--- config.mk ---
export PLATFORM = sky130hd
export DESIGN_NAME = sida_cell
export DESIGN_NICKNAME = d
export VERILOG_FILES = /design/src/rtl/sida_pkg.sv /design/src/rtl/sida_cell.sv
export SDC_FILE = /design/constraint.sdc
export NUM_CORES = 1
export LEC_CHECK = 0
export BUFFER_PORTS_ARGS = -buffer_cell sky130_fd_sc_hd__buf_2
export CAP_MARGIN = 20
export CORE_MARGIN = 1.5
export CORE_UTILIZATION = 39
export CTS_CLUSTER_SIZE = 16
export DETAILED_ROUTE_END_ITERATION = 12
export SLEW_MARGIN = 20
export SYNTH_ARGS = -nofsm -noshare
export SYNTH_HDL_FRONTEND = slang
export SYNTH_SLANG_ARGS = --single-unit
--- constraint.sdc ---
create_clock -name i_clk -period 14.45 [get_ports i_clk]
set_input_delay 1.445 -clock i_clk [delete_from_list [all_inputs] [get_ports i_clk]]
set_output_delay 1.445 -clock i_clk [all_outputs]
set_load 0.01 [all_outputs]
--- src/rtl/sida_pkg.sv ---
// Package for the signed integer to decimal ASCII formatter.
// Holds the widths, character codes, the bus between digit cells and the power-of-ten helpers.
// No dependencies.
package sida_pkg;

    // Number of decimal positions examined, from 10^(DIGIT_POSITIONS-1) down to 10^0.
    localparam int DIGIT_POSITIONS = 10;

    localparam int MAG_W  = 32;
    localparam int CHAR_W = 7;
    localparam int DIG_W  = 4;
    localparam int DIGV_W = DIG_W * DIGIT_POSITIONS;
    localparam int POS_W  = (DIGIT_POSITIONS > 1) ? $clog2(DIGIT_POSITIONS) : 1;
    localparam int NDIG_W = $clog2(DIGIT_POSITIONS + 1);

    localparam logic [CHAR_W-1:0] CH_ZERO  = 7'h30;
    localparam logic [CHAR_W-1:0] CH_MINUS = 7'h2D;
    localparam logic [DIG_W-1:0]  DIGIT_MAX = 4'd9;

    // Power of ten for constant expressions, evaluated at elaboration.
    function automatic logic [63:0] pow10_const(input int k);
        logic [63:0] w;
        w = 64'd1;
        for (int i = 0; i < k; i++) begin
            w = w * 64'd10;
        end
        return w;
    endfunction

    // Largest magnitude that the positions can show: all nines.
    localparam logic [63:0] MAG_LIMIT = pow10_const(DIGIT_POSITIONS) - 64'd1;

    // Power of ten selected by a position signal: a small constant table.
    function automatic logic [63:0] pow10_sel(input logic [4:0] k);
        logic [63:0] w;
        case (k)
            5'd0:    w = 64'd1;
            5'd1:    w = 64'd10;
            5'd2:    w = 64'd100;
            5'd3:    w = 64'd1000;
            5'd4:    w = 64'd10000;
            5'd5:    w = 64'd100000;
            5'd6:    w = 64'd1000000;
            5'd7:    w = 64'd10000000;
            5'd8:    w = 64'd100000000;
            5'd9:    w = 64'd1000000000;
            5'd10:   w = 64'd10000000000;
            5'd11:   w = 64'd100000000000;
            5'd12:   w = 64'd1000000000000;
            5'd13:   w = 64'd10000000000000;
            5'd14:   w = 64'd100000000000000;
            5'd15:   w = 64'd1000000000000000;
            5'd16:   w = 64'd10000000000000000;
            5'd17:   w = 64'd100000000000000000;
            5'd18:   w = 64'd1000000000000000000;
            default: w = 64'd1;
        endcase
        return w;
    endfunction

    // What one digit cell hands to the next one.
    typedef struct packed {
        logic                                 valid;
        logic                                 neg;
        logic [MAG_W-1:0]                     rem;
        logic [DIGIT_POSITIONS-1:0][DIG_W-1:0] digits;
        logic                                 started;
        logic [NDIG_W-1:0]                    ndig;
        logic [POS_W-1:0]                     pos;
    } t_cell_bus;

endpackage

--- src/rtl/sida_cell.sv ---
// One digit cell of the formatter chain: extracts one decimal digit of the remainder.
// Depends on sida_pkg.
module sida_cell (
    input  logic                 i_clk,
    input  logic                 i_rst_n,
    input  logic                 i_adv,
    input  sida_pkg::t_cell_bus  i_bus,
    output sida_pkg::t_cell_bus  o_bus
);

    sida_pkg::t_cell_bus  r_bus;
    sida_pkg::t_cell_bus  n_bus;
    logic [63:0]          weight;
    logic [63:0]          thr [0:9];
    logic [3:0]           dig;
    logic [63:0]          rem_ext;

    always_comb begin
        weight  = sida_pkg::pow10_sel(5'(i_bus.pos));
        rem_ext = 64'(i_bus.rem);
        thr[0]  = 64'd0;
        for (int d = 1; d < 10; d++) begin
            thr[d] = weight * 64'(d);
        end
        // Thresholds rise with d, so the highest one passed is the digit.
        dig = 4'd0;
        for (int d = 1; d < 10; d++) begin
            if (rem_ext >= thr[d]) begin
                dig = 4'(d);
            end
        end
        if (dig > sida_pkg::DIGIT_MAX) begin
            dig = sida_pkg::DIGIT_MAX;
        end

        n_bus         = i_bus;
        n_bus.rem     = i_bus.rem - thr[dig][sida_pkg::MAG_W-1:0];
        n_bus.digits  = (i_bus.digits << sida_pkg::DIG_W) | sida_pkg::DIGV_W'(dig);
        n_bus.started = i_bus.started | (dig != 4'd0);
        n_bus.ndig    = i_bus.ndig + sida_pkg::NDIG_W'(n_bus.started);
        n_bus.pos     = i_bus.pos - sida_pkg::POS_W'(1);
    end

    always_ff @(posedge i_clk) begin
        if (!i_rst_n) begin
            r_bus.valid <= 1'b0;
        end else if (i_adv) begin
            r_bus <= n_bus;
        end
    end

    assign o_bus = r_bus;

endmodule

## Word-level counts from Yosys, hierarchy flattened

Memory sizes are Yosys's and may differ from the RTL's.
Index checks and enable logic that the tools add are counted.

| word-level totals | value |
|---|---|
| register bits after elaboration | 83 |
| memory bits (read-only) | 784 |
| word-level logic and storage cells | 54 |
| memories | 1 |

Memory list:

| memory | words | bits a word | read ports | clocked after Yosys merged registers in | write ports | RTL line | text |
|---|---|---|---|---|---|---|---|
| (name not given) | 16 | 49 | 1 | 0 | 0 | sida_pkg.sv:36 | `case (k)` |

| cells by class | value |
|---|---|
| add/subtract/negate cells | 3 |
| multipliers | 5 |
| order comparisons | 11 |
| mux-type cells | 13 |
| bitwise logic cells | 3 |
| reductions and logical operators | 2 |

Operators with widths:

| operator | count |
|---|---|
| 32-bit by 64-bit greater-or-equal comparator with 1-bit output | 9 |
| 64-bit binary-select mux with 4-bit select | 1 |
| 64-bit by 3-bit multiplier with 64-bit output, second input constant | 2 |
| 64-bit by 2-bit multiplier with 63-bit output, second input constant | 1 |
| 64-bit by 2-bit multiplier with 64-bit output, second input constant | 1 |
| 64-bit by 4-bit multiplier with 64-bit output, second input constant | 1 |
| 32-bit 2-to-1 mux | 2 |
| 40-bit by 4-bit bitwise OR with 40-bit output | 1 |
| 4-bit 2-to-1 mux | 8 |
| 32-bit subtractor | 1 |
| 5-bit greater-or-equal comparator, second input constant | 1 |
| 4-bit NOT with 5-bit output | 1 |
| 4-bit by 1-bit adder with 4-bit output | 1 |
| 4-bit greater-than comparator, second input constant | 1 |
| 4-bit nonzero test | 1 |
| 4-bit by 1-bit subtractor with 4-bit output, second input constant | 1 |
| 2-bit 2-to-1 mux | 1 |
| 2-bit AND reduction | 1 |
| 1-bit 2-to-1 mux | 1 |
| 1-bit bitwise OR | 1 |

## Logic depth before layout (Yosys ltp)

An unclocked memory read counts as a cell.

| depth | value |
|---|---|
| depth after elaboration | 18 |
| mapped depth | 62 |
| gate-level depth less buffers | 56 |

## Worst setup path before layout

No wires, ideal clock.

| path | value |
|---|---|
| path type | in2reg |
| start | input port i_bus[0] (netlist name) |
| end | register r_bus, in the netlist o_bus[79], data pin |
| arrival time | 13.017 ns |
| data required time | 14.184 ns |
| path slack | 1.167 ns |
| stages | 59 |
| buffers on the path | 6 |
| cell sequence | clkbuf_1 inv_1 ha_1 clkbuf_1 buf_1 nand2_1 o21ai_0 ha_1 ha_1 a2111oi_0 o21ai_0 o21ai_0 o22a_1 nand2_1 a31o_2 a21o_1 a21o_1 a21o_1 [23 not listed] nor2b_1 o21ai_0 a21boi_0 o21ai_0 a21boi_0 o21ai_0 a21boi_0 o21ai_0 a211o_1 a31oi_1 a2111oi_0 nor2_1 o21a_1 nor2_1 nor2b_1 o21a_1 o41ai_1 xnor2_1 |

RTL lines:

| item | RTL line | text |
|---|---|---|
| from (decl) | sida_cell.sv:7 | `input sida_pkg::t_cell_bus i_bus,` |
| to (signal assigned) | sida_cell.sv:48 | `r_bus <= n_bus;` |
| to (decl) | sida_cell.sv:11 | `sida_pkg::t_cell_bus r_bus;` |

==> impl_metrics.py <==
metrics = {
    "synthesis": {
        "synth_common_cells": "ha_1 (555), a21oi_1 (309), nor2_1 (242), nand2_1 (238), o21ai_0 (189)",
        "synth_top_area_cell": "ha_1",
        "ys_seq_elements": 83,
        "synth-seq-area-share_pct": 9.469,
        "synth_area_per_cell_um2": 7.863,
        "synth_most_common_cell": "ha_1",
        "async_flop_share_pct": 0,
        "synth_edf_count": 82,
        "netlist_area_um2": 26220,
        "synthCells": 3334,
        "ys_top_cells_by_area": "ha_1 (26%), edfxtp_1 (9.4%), a21oi_1 (5.9%)",
        "synth_top_area_share_pct": 26.49,
        "synthFlopType": "edfxtp_1",
        "synthDistinctLibCells": 105,
        "yosys_warnings": 0,
    },
    "placement": {
        "dpl.cell_count": 4393,
        "port_buffers": 164,
        "placed_cell_area_um2": 28680,
        "dp_hpwl_um": 83060,
        "place_congestion": 0.9916,
        "place_ws_ns": 0.1199,
    },
    "critical_path": {
        "worst_path_largest_cell_delay_ns": 0.57,
        "cp_max_fo": 19,
        "critPathLaunchType": "input port",
        "critPathCaptureType": "register",
        "worstSetupPathType": "input port to register",
        "reg2reg_slack_ns": 13.86,
        "crit_path_frequent_cell": "a21oi_1",
        "cp.required_ns": 14.60,
        "crit_slowest_cell": "a2111oi_1",
        "arrival_ns": 13.85,
    },
    "pwr": {
        "vdd_drop_max_mv": 0.06353,
        "p_per_area_nw_per_um2": 69.00,
        "cellLeakagePower_nw": 13.82,
        "p_total_mw": 2.001,
    },
    "timing": {
        "min_period_ns": 13.70,
        "slew_headroom_pct": 21.26,
        "fin_crit_sh_pct": 94.84,
        "skew_ns": 0,
        "finalMaxSlewViolations": 0,
        "hold_viol": 0,
        "worst_slew_pin_slew_ns": 1.174,
        "rsz0062_at_grt": "no",
        "fmax_ghz": 0.07297,
        "tns_ns": 0,
        "setup_violations": 0,
        "setup_ws_ns": 0.7455,
    },
    "die": {
        "ios": 169,
        "rows": 94,
        "fp.dieArea_um2": 68790,
        "start_util_pct": 39.66,
        "die_y_um": 262.3,
        "die_w_um": 262.3,
        "core_um2": 66100,
    },
    "clock_tree": {
        "tritoncts": "built",
        "clk_pin_slew_worst_paths_ns": 0.10,
        "insertion_delay_ns": 0.37,
        "cts_buffers": 9,
        "cts.sinks": 83,
        "cts_buffer_depth": 2,
        "h-tree-depth": 3,
        "cts_root_buf": "clkbuf_16",
    },
    "min_path": {
        "hp-class": "register to register",
    },
    "routing": {
        "drtIter0Drc": 3072,
        "via_per_inst": 6.120,
        "routed_wl_um": 101200,
        "num_vias": 26980,
        "ant_nets": 0,
        "wl_per_cell_um": 22.94,
        "drc": 0,
        "first_pass_iters": 7,
    },
    "finish": {
        "insertedDiodeCount": 0,
        "num-nets-final": 4219,
        "area_delta_synth_final_pct": 10.64,
        "layout-drive-gt1-share_pct": 11.45,
        "final_area_um2": 29010,
        "fill_cells": 6775,
        "largest_reg_flops": 83,
        "final_cells": 4409,
    },
    "global_routing": {
        "grt-ovfl-total": 0,
        "track_usage_pct": 28.57,
        "grt_pass1_wl_um": 153800,
        "grt_max_degree": 64,
        "first_global_vias": 25450,
        "antenna_found_initial": 2,
    },
    "job": {
        "cap_violations": 0,
    },
    "outcome": {
        "status": "finished clean",
    },
}
cells by family (layout without fill, tap and decap cells):
| family | after synthesis | count (layout) | synth area share, % |
|---|---|---|---|
| other cells | 2 | 3 | 0.02865 |
| mux | 99 | 99 | 3.861 |
| xor+xnor | 162 | 162 | 5.469 |
| compound gates | 1100 | 1100 | 27.84 |
| buf+inv | 304 | 514 | 4.868 |
| simple gates | 982 | 982 | 18.73 |
| flops | 83 | 83 | 9.469 |
| fa+ha+maj | 602 | 602 | 29.73 |
area by class of cell:
class                           count  area (um2)  area share (%)
Timing Repair Buffer              306        1912           6.591
Clock inverter                      7       71.32          0.2459
Clock buffer                        9       225.2          0.7765
Inverter                          192       720.7           2.485
Sequential cell                    83        2482           8.558
Tap cell                          864        1081           3.727
Multi-Input combinational cell   2948       22510           77.62
layer usage:
metal	routed length (um)	GRT usage (%)	vias up	share of wire, %
li1	-	-	13030	-
met4	3785	10.17	2	3.7
met5	9	0	-	0.0089
met1	45400	39.55	12640	45
met3	8324	4.224	173	8.2
met2	43640	44.90	1139	43
what timing repair did:
item,4_1_cts,5_1_grt
hold buffers,0,0
gates resized for setup,0,14
setup buffers,0,0
endpoints found under the setup margin,0,4
critical path: cells and delay by family:
family	cells	cell delay (ns)
compound gates	26	6.44
fa+ha+maj	5	1.65
buf+inv	8	1.52
simple gates	12	2.13
xor+xnor	2	0.60
final timing paths:
path / start / end / cells past startpoint
setup / recovery: i_bus[0] / o_bus[80] / 53
hold / removal: o_bus[82] / o_bus[82] / 2
setup reg to reg: o_bus[82] / o_bus[82] / 2
hold reg to reg: o_bus[82] / o_bus[82] / 2
layout by cell type, fill, tap and decap left out, drive strengths merged, types with 59 or more instances in the layout:
master  instances
o21ai         209
buf           306
inv           191
nor2          242
xnor2         102
nand2         238
ha            555
mux2i          82
xor2           59
nor3           61
nand4          69
a21o          172
nand3         102
a21oi         309
edfxtp         82
per-stage QoR:
| step | util [%] | hold WS [ns] |
|---|---|---|
| 6_report | 43.88 | 0.5321 |
| 3_3_place_gp | 43.39 | 0.5094 |
| 2_1_floorplan | - | 0.5383 |
| 4_1_cts | 43.84 | 0.5370 |
| 5_1_grt | 43.88 | 0.5861 |
| 3_5_place_dp | 43.39 | 0.5228 |
power breakdown:
group | internal [mW] | total, mW | switching, mW | leakage (nW)
registers | 0.301 | 0.308 | 0.00663 | 0.776
clock network | 0.122 | 0.259 | 0.137 | 0.139
logic | 0.553 | 1.43 | 0.882 | 12.9
total | 0.976 | 2.00 | 1.03 | 13.8
Power figures use the tool's default switching activity.
