### src/rtl/sida_pkg.sv
// Package for the signed integer to decimal ASCII formatter.
// Holds the widths, character codes, the bus between digit cells and the power-of-ten helpers.
// No dependencies.
package sida_pkg;

    // Number of decimal positions examined, from 10^(DIGIT_POSITIONS-1) down to 10^0.
    localparam int DIGIT_POSITIONS = 10;

    localparam int MAG_W  = 32;
    localparam int CHAR_W = 7;
    localparam int DIG_W  = 4;
    localparam int DIGV_W = DIG_W * DIGIT_POSITIONS;
    localparam int POS_W  = (DIGIT_POSITIONS > 1) ? $clog2(DIGIT_POSITIONS) : 1;
    localparam int NDIG_W = $clog2(DIGIT_POSITIONS + 1);

    localparam logic [CHAR_W-1:0] CH_ZERO  = 7'h30;
    localparam logic [CHAR_W-1:0] CH_MINUS = 7'h2D;
    localparam logic [DIG_W-1:0]  DIGIT_MAX = 4'd9;

    // Power of ten for constant expressions, evaluated at elaboration.
    function automatic logic [63:0] pow10_const(input int k);
        logic [63:0] w;
        w = 64'd1;
        for (int i = 0; i < k; i++) begin
            w = w * 64'd10;
        end
        return w;
    endfunction

    // Largest magnitude that the positions can show: all nines.
    localparam logic [63:0] MAG_LIMIT = pow10_const(DIGIT_POSITIONS) - 64'd1;

    // Power of ten selected by a position signal: a small constant table.
    function automatic logic [63:0] pow10_sel(input logic [4:0] k);
        logic [63:0] w;
        case (k)
            5'd0:    w = 64'd1;
            5'd1:    w = 64'd10;
            5'd2:    w = 64'd100;
            5'd3:    w = 64'd1000;
            5'd4:    w = 64'd10000;
            5'd5:    w = 64'd100000;
            5'd6:    w = 64'd1000000;
            5'd7:    w = 64'd10000000;
            5'd8:    w = 64'd100000000;
            5'd9:    w = 64'd1000000000;
            5'd10:   w = 64'd10000000000;
            5'd11:   w = 64'd100000000000;
            5'd12:   w = 64'd1000000000000;
            5'd13:   w = 64'd10000000000000;
            5'd14:   w = 64'd100000000000000;
            5'd15:   w = 64'd1000000000000000;
            5'd16:   w = 64'd10000000000000000;
            5'd17:   w = 64'd100000000000000000;
            5'd18:   w = 64'd1000000000000000000;
            default: w = 64'd1;
        endcase
        return w;
    endfunction

    // What one digit cell hands to the next one.
    typedef struct packed {
        logic                                 valid;
        logic                                 neg;
        logic [MAG_W-1:0]                     rem;
        logic [DIGIT_POSITIONS-1:0][DIG_W-1:0] digits;
        logic                                 started;
        logic [NDIG_W-1:0]                    ndig;
        logic [POS_W-1:0]                     pos;
    } t_cell_bus;

endpackage

### src/rtl/sida_serializer.sv
// Output serializer: sends the sign and the significant digits one character per transaction.
// Depends on sida_pkg.
module sida_serializer (
    input  logic                          i_clk,
    input  logic                          i_rst_n,
    input  sida_pkg::t_cell_bus           i_bus,
    output logic                          o_load_ok,
    output logic                          o_valid,
    input  logic                          i_ready,
    output logic [sida_pkg::CHAR_W-1:0]   o_char,
    output logic                          o_last
);

    logic                                                    r_busy;
    logic                                                    r_neg;
    logic [sida_pkg::NDIG_W-1:0]                             r_cnt;
    logic [sida_pkg::DIGIT_POSITIONS-1:0][sida_pkg::DIG_W-1:0] r_digits;
    logic                                                    xfer;
    logic                                                    load;
    logic [sida_pkg::POS_W-1:0]                              idx;

    assign xfer      = r_busy & i_ready;
    assign o_last    = !r_neg && (r_cnt == sida_pkg::NDIG_W'(1));
    assign o_load_ok = !r_busy || (xfer && o_last);
    assign load      = i_bus.valid && o_load_ok;
    assign idx       = sida_pkg::POS_W'(r_cnt - sida_pkg::NDIG_W'(1));
    assign o_valid   = r_busy;
    assign o_char    = r_neg ? sida_pkg::CH_MINUS
                             : sida_pkg::CH_ZERO + sida_pkg::CHAR_W'(r_digits[idx]);

    always_ff @(posedge i_clk) begin
        if (!i_rst_n) begin
            r_busy <= 1'b0;
            r_neg  <= 1'b0;
            r_cnt  <= '0;
        end else if (load) begin
            r_busy   <= 1'b1;
            r_neg    <= i_bus.neg;
            // A zero value has no significant digit and still shows one '0'.
            r_cnt    <= (i_bus.ndig == '0) ? sida_pkg::NDIG_W'(1) : i_bus.ndig;
            r_digits <= i_bus.digits;
        end else if (xfer) begin
            if (o_last) begin
                r_busy <= 1'b0;
            end else if (r_neg) begin
                r_neg <= 1'b0;
            end else begin
                r_cnt <= r_cnt - sida_pkg::NDIG_W'(1);
            end
        end
    end

endmodule

### config.mk
export PLATFORM = sky130hd
export DESIGN_NAME = sida_serializer
export DESIGN_NICKNAME = d
export VERILOG_FILES = /design/src/rtl/sida_pkg.sv /design/src/rtl/sida_serializer.sv
export SDC_FILE = /design/constraint.sdc
export NUM_CORES = 1
export LEC_CHECK = 0
export BUFFER_PORTS_ARGS = -buffer_cell sky130_fd_sc_hd__buf_2
export CORE_MARGIN = 3
export CORE_UTILIZATION = 34
export CTS_BUF_LIST = sky130_fd_sc_hd__clkbuf_8
export DETAILED_ROUTE_END_ITERATION = 10
export SKIP_LAST_GASP = 1
export SLEW_MARGIN = 10
export SYNTH_ARGS = -nofsm -noshare
export SYNTH_HDL_FRONTEND = slang
export SYNTH_SLANG_ARGS = --single-unit
### constraint.sdc
create_clock -name i_clk -period 3.9 [get_ports i_clk]
set_input_delay 0.39 -clock i_clk [delete_from_list [all_inputs] [get_ports i_clk]]
set_output_delay 0.39 -clock i_clk [all_outputs]
set_load 0.05 [all_outputs]
---- Word-level counts from Yosys, hierarchy flattened ----
Cells that the tools add are included.
operators by class
  add/subtract/negate cells ............... 2
  order comparisons ....................... 1
  eq/ne operators ......................... 3
  mux-type cells .......................... 14
  bitwise operators ....................... 1
  reduce and logical (&&, ||, !) cells .... 13
operators by type and width
  kind                   number
  $mux W4                6
  $bmux W4 S4            1
  $add A6 B4 Y7 const A  1
  $mux W7                1
  $mux W1                6
  $reduce_and A2 Y1      3
  $lt A4 B5 Y1 const B   1
  $eq A4 B1 Y1 const B   1
  $logic_not A4 Y1       1
  $ne A2 B1 Y1 const B   2
  $reduce_bool A2 Y1     2
  $sub A4 B1 Y4 const B  1
  $logic_and A1 B1 Y1    3
  $reduce_and A3 Y1      1
  $logic_not A1 Y1       2
  $and A1 B1 Y1          1
  $logic_or A1 B1 Y1     1
word-level totals
  bits in registers ....................... 46
  bits of input ports ..................... 86
  output and inout bits ................... 10
  word-level logic and storage cells ...... 47

---- Logic depth before layout (Yosys ltp) ----
  depth in word-level cells ............... 7
  gate-level depth with buffers ........... 9
  gate-level depth less buffers ........... 6

---- Worst setup path before layout ----
OpenSTA, ideal clock, no wires.
  kind .................................... reg2out
  start ................................... register r_cnt[0] (netlist name)
  end ..................................... output port o_char[0] (netlist name)
  data arrival time ....................... 3099 ps
  data required time ...................... 3510 ps
  path slack .............................. 411 ps
  cell stages (with the launch flop) ...... 8
  buffers on the path ..................... 2
  cell sequence ........................... dfxtp_1 -> buf_2 -> inv_1 -> ha_1 -> buf_4 -> mux2_2 -> o22ai_1 -> o41ai_1
on the way
  cells in the longest elaborated chain, start to end .. 5
ends and longest elaborated chain
  element                        line                   RTL
  start: declaration             sida_serializer.sv:16  logic [sida_pkg::NDIG_W-1:0] r_cnt;
  start signal: assignment       sida_serializer.sv:40  r_cnt <= (i_bus.ndig == '0) ? sida_pkg::NDIG_W'(1) : i_bus.ndig;
  start signal: assignment       sida_serializer.sv:48  r_cnt <= r_cnt - sida_pkg::NDIG_W'(1);
  $sub A4 B1 Y4                  sida_serializer.sv:26  assign idx = sida_pkg::POS_W'(r_cnt - sida_pkg::NDIG_W'(1));
  $bmux W4 S4                    sida_serializer.sv:29  : sida_pkg::CH_ZERO + sida_pkg::CHAR_W'(r_digits[idx]);
  $mux W4 (not written as such)  sida_serializer.sv:29
  $add A6 B4 Y7                  sida_serializer.sv:29
  $mux W7                        sida_serializer.sv:28  assign o_char = r_neg ? sida_pkg::CH_MINUS
  end: declaration               sida_serializer.sv:10  output logic [sida_pkg::CHAR_W-1:0] o_char,
No other way between the ends. The select of a mux whose other input is x is not followed.

---- Worst setup path in the final report ----
  start ................................... register r_cnt[0] (netlist name)
  end ..................................... output port o_char[2] (netlist name)
Same word-level chain as after synthesis.

==> flow_summary_export.csv <==
group,metric,value,unit
clocking,cts.reportedPaths.clkPinSlew,0.08,ns
sta,min_period,3.12,ns
die,dieWidth,84.7,µm
worst_setup_path,startpoint_type,"register",
global_route,grt_pass1_wl,7070,µm
global_route,grt_overflow,0,
pwr,p_per_area,475,nW/µm²
sta,post-route-period-util,79.9,%
place,port_buffers,56,
synth,synth_area,2110,µm²
sta,hold_viol_final,0,
global_route,grt_pass1_vias,1484,
layout,syn2layout_area_growth,18.9,%
worst_setup_path,crit_type,"register to output port",
layout,nNetsFinal,296,
outcome,status,"completed",
synth,synthCells,155,
pwr,clkPwrFrac,22.8,%
synth,netlist_top_cells_area,"edfxtp_1, dfxtp_1, mux2_2, a2111oi_0, nor2b_1",
routing,drc,0,
clocking,hold_buffers,0,
synth,synth_flop_cell,"edfxtp_1",
worst_setup_path,worstRegToRegCells,5,
routing,wl_per_cell,14.9,µm
sta,relSlewSlack,40.7,%
die,core.rowCount,28,
layout,diodes,0,
sta,finalSetupTns,0,ns
worst_setup_path,worstPathRequired,3.51,ns
layout,fin_area,2510,µm²
pwr,irDropWorstVdd,0.264,mV
worst_setup_path,reg2reg_from,"r_cnt[0]",
die,start_util,35.4,%
layout,nFillCells,578,
place,routabilityCongestion,0.877,
hold_path,holdPathEnd,"r_digits[16]",
synth,syn-num-nets,243,
pwr,p_switching,0.391,mW
die,die_y,84.7,µm
sta,slew_viol_final,0,
worst_setup_path,arrival,2.73,ns
synth,synth-edff-count,40,
clocking,cts_sinks,46,
die,die_area,7180,µm²
routing,wl,4240,µm
routing,firstDrtPassIters,4,
sta,rsz0062_at_grt,"no",
synth,ys_types,44,
place,dp_hpwl,3010,µm
synth,synth_common_cells,"edfxtp_1, mux2_2, a21oi_1, nor2b_1",
clocking,tritoncts,"done",
synth,synth_top_area_share,57.0,%
worst_setup_path,crit_path_end_kind,"output port",
pwr,power.internal,0.801,mW
sta,fmax,321,MHz
routing,drt_iter0_markers,59,
clocking,post_cts_buffers,0,
hold_path,min_path_cells,1,
clocking,postCtsResizedCells,0,
routing,viasPerCell,4.99,
sta,whs,0.270,ns
sta,tightest_slew,0.889,ns
clocking,clock_path_buffers,2,
pwr,power_leakage,0.924,nW
synth,ys_seq_area_share,62.7,%
worst_setup_path,crit_fanout,23,
pwr,p_seq_share,48.4,%
die,ioPinCount,96,
synth,synth_seq_cells,46,
synth,avgSynthCellArea,13.6,µm²
worst_setup_path,regToRegEndpoint,"r_digits[34]",
synth,synth-async-reset-ratio,0,%
place,place_area,2420,µm²
sta,finClkSkew,0.00644,ns
synth,synth_largest_area_cell,"edfxtp_1",
global_route,antenna_found_initial,0,
sta,finalSetupViolations,0,
global_route,grt_max_degree,41,
routing,postRouteAntennaNets,0,
routing,vias,1417,
synth,synth_most_common_cell,"edfxtp_1",
pwr,p_sw_share,32.8,%
hold_path,hold_class,"input port to register",
pwr,power_frac_comb,28.8,%
hold_path,hp-start,"i_bus[25]",
worst_setup_path,r2r_slack,1.26,ns
layout,layout-drive-gt1-share,38.3,%
clocking,numCtsBuffers,5,
die,core-area,5960,µm²
run,maxCapViolations,0,
synth,yosys_warnings,0,
clocking,ctsHtreeMaxLevel,2,
clocking,worstSkewPairLatency,0.29,ns
global_route,grtUsageTotal,12.4,%
clocking,cts-root-buf,"clkbuf_8",
kinds of logic after synthesis:
family | count (synthesis) | synth area share [%]
adder cells (fa/ha/maj) | 2 | 1.19
XOR/XNOR | 3 | 1.25
flip-flops | 46 | 62.7
multiplexers | 14 | 7.83
buffers and inverters | 17 | 4.33
AND/OR/NAND/NOR | 32 | 9.14
AO/OA/AOI/OAI | 39 | 13.2
other | 2 | 0.356
cell type report:
class                      instances  area, µm²  share of cell area [%]
sequential                        46       1320                    52.7
multi-input combinational         92        697                    27.8
timing repair buffer              57        288                    11.5
tap                               75       93.8                    3.74
clock buffer                       5       68.8                    2.74
inverter                           6       22.5                   0.898
clock inverter                     3       16.3                   0.649
state kept, by name (all words and copies together) (netlist names):
name / count
r_neg: 1
r_digits: 40
o_valid: 1
r_cnt: 4
how the worst max path moves through the flow:
stage / startpoint / endpoint / slack [ns] / cells past startpoint
after CTS: r_cnt[0] / o_char[2] / 0.74 / 5
after detailed placement: r_cnt[0] / o_char[2] / 1.06 / 6
final: r_cnt[0] / o_char[2] / 0.78 / 5
after global routing: r_cnt[0] / o_char[3] / 0.45 / 6
after global placement: r_cnt[0] / o_char[2] / 1.04 / 5
after floorplan: r_cnt[0] / o_char[0] / 0.41 / 7
layer usage:
metal  track usage [%]  share of wire (%)
met4              3.31               0.45
met1              17.2                 44
met3              4.02                8.4
met5                 0                  0
met2              18.7                 47
power by group through the flow:
stage	sequential (mW)	combinational, mW	clock [mW]
CTS	0.577	0.348	0.283
global placement	0.588	0.345	0
floorplan	0.584	0.264	0
finish	0.577	0.343	0.272
global route	0.581	0.375	0.310
detailed placement	0.588	0.348	0
worst max-delay path: stages, from the launching register on:
cell and delay [ns]:
dfxtp_1 0.33, inv_1 0.13, ha_1 0.84, a2111oi_0 0.30, o41ai_1 0.49, buf_2 0.34
metrics by stage:
| step | utilization [%] | total power, mW | instances | setup slack, ns |
|---|---|---|---|---|
| after floorplan | - | 0.848 | 155 | 0.411 |
| after global placement | 40.7 | 0.933 | 276 | 1.04 |
| after detailed placement | 40.7 | 0.937 | 276 | 1.06 |
| after CTS | 42.1 | 1.21 | 284 | 0.737 |
| after global routing | 42.1 | 1.27 | 284 | 0.448 |
| final | 42.1 | 1.19 | 284 | 0.784 |
cells in the final DEF (no fill, tap or decap), types with 2 or more instances in the layout:
cell type,n
ha_1,2
a31oi_1,4
a2111oi_0,6
mux2i_1,3
nand2b_1,2
o41ai_1,3
mux2_2,10
inv_1,6
nor2_1,3
conb_1,2
nor3_1,3
o21ai_0,5
o22ai_1,4
edfxtp_1,40
nand2_1,5
nor2b_1,7
buf_2,56
clkinv_1,2
dfxtp_1,6
clkbuf_8,5
nand3_1,4
o211ai_1,2
xor2_1,2
a21oi_1,7
No activity file was read; power rests on OpenSTA's default activity.
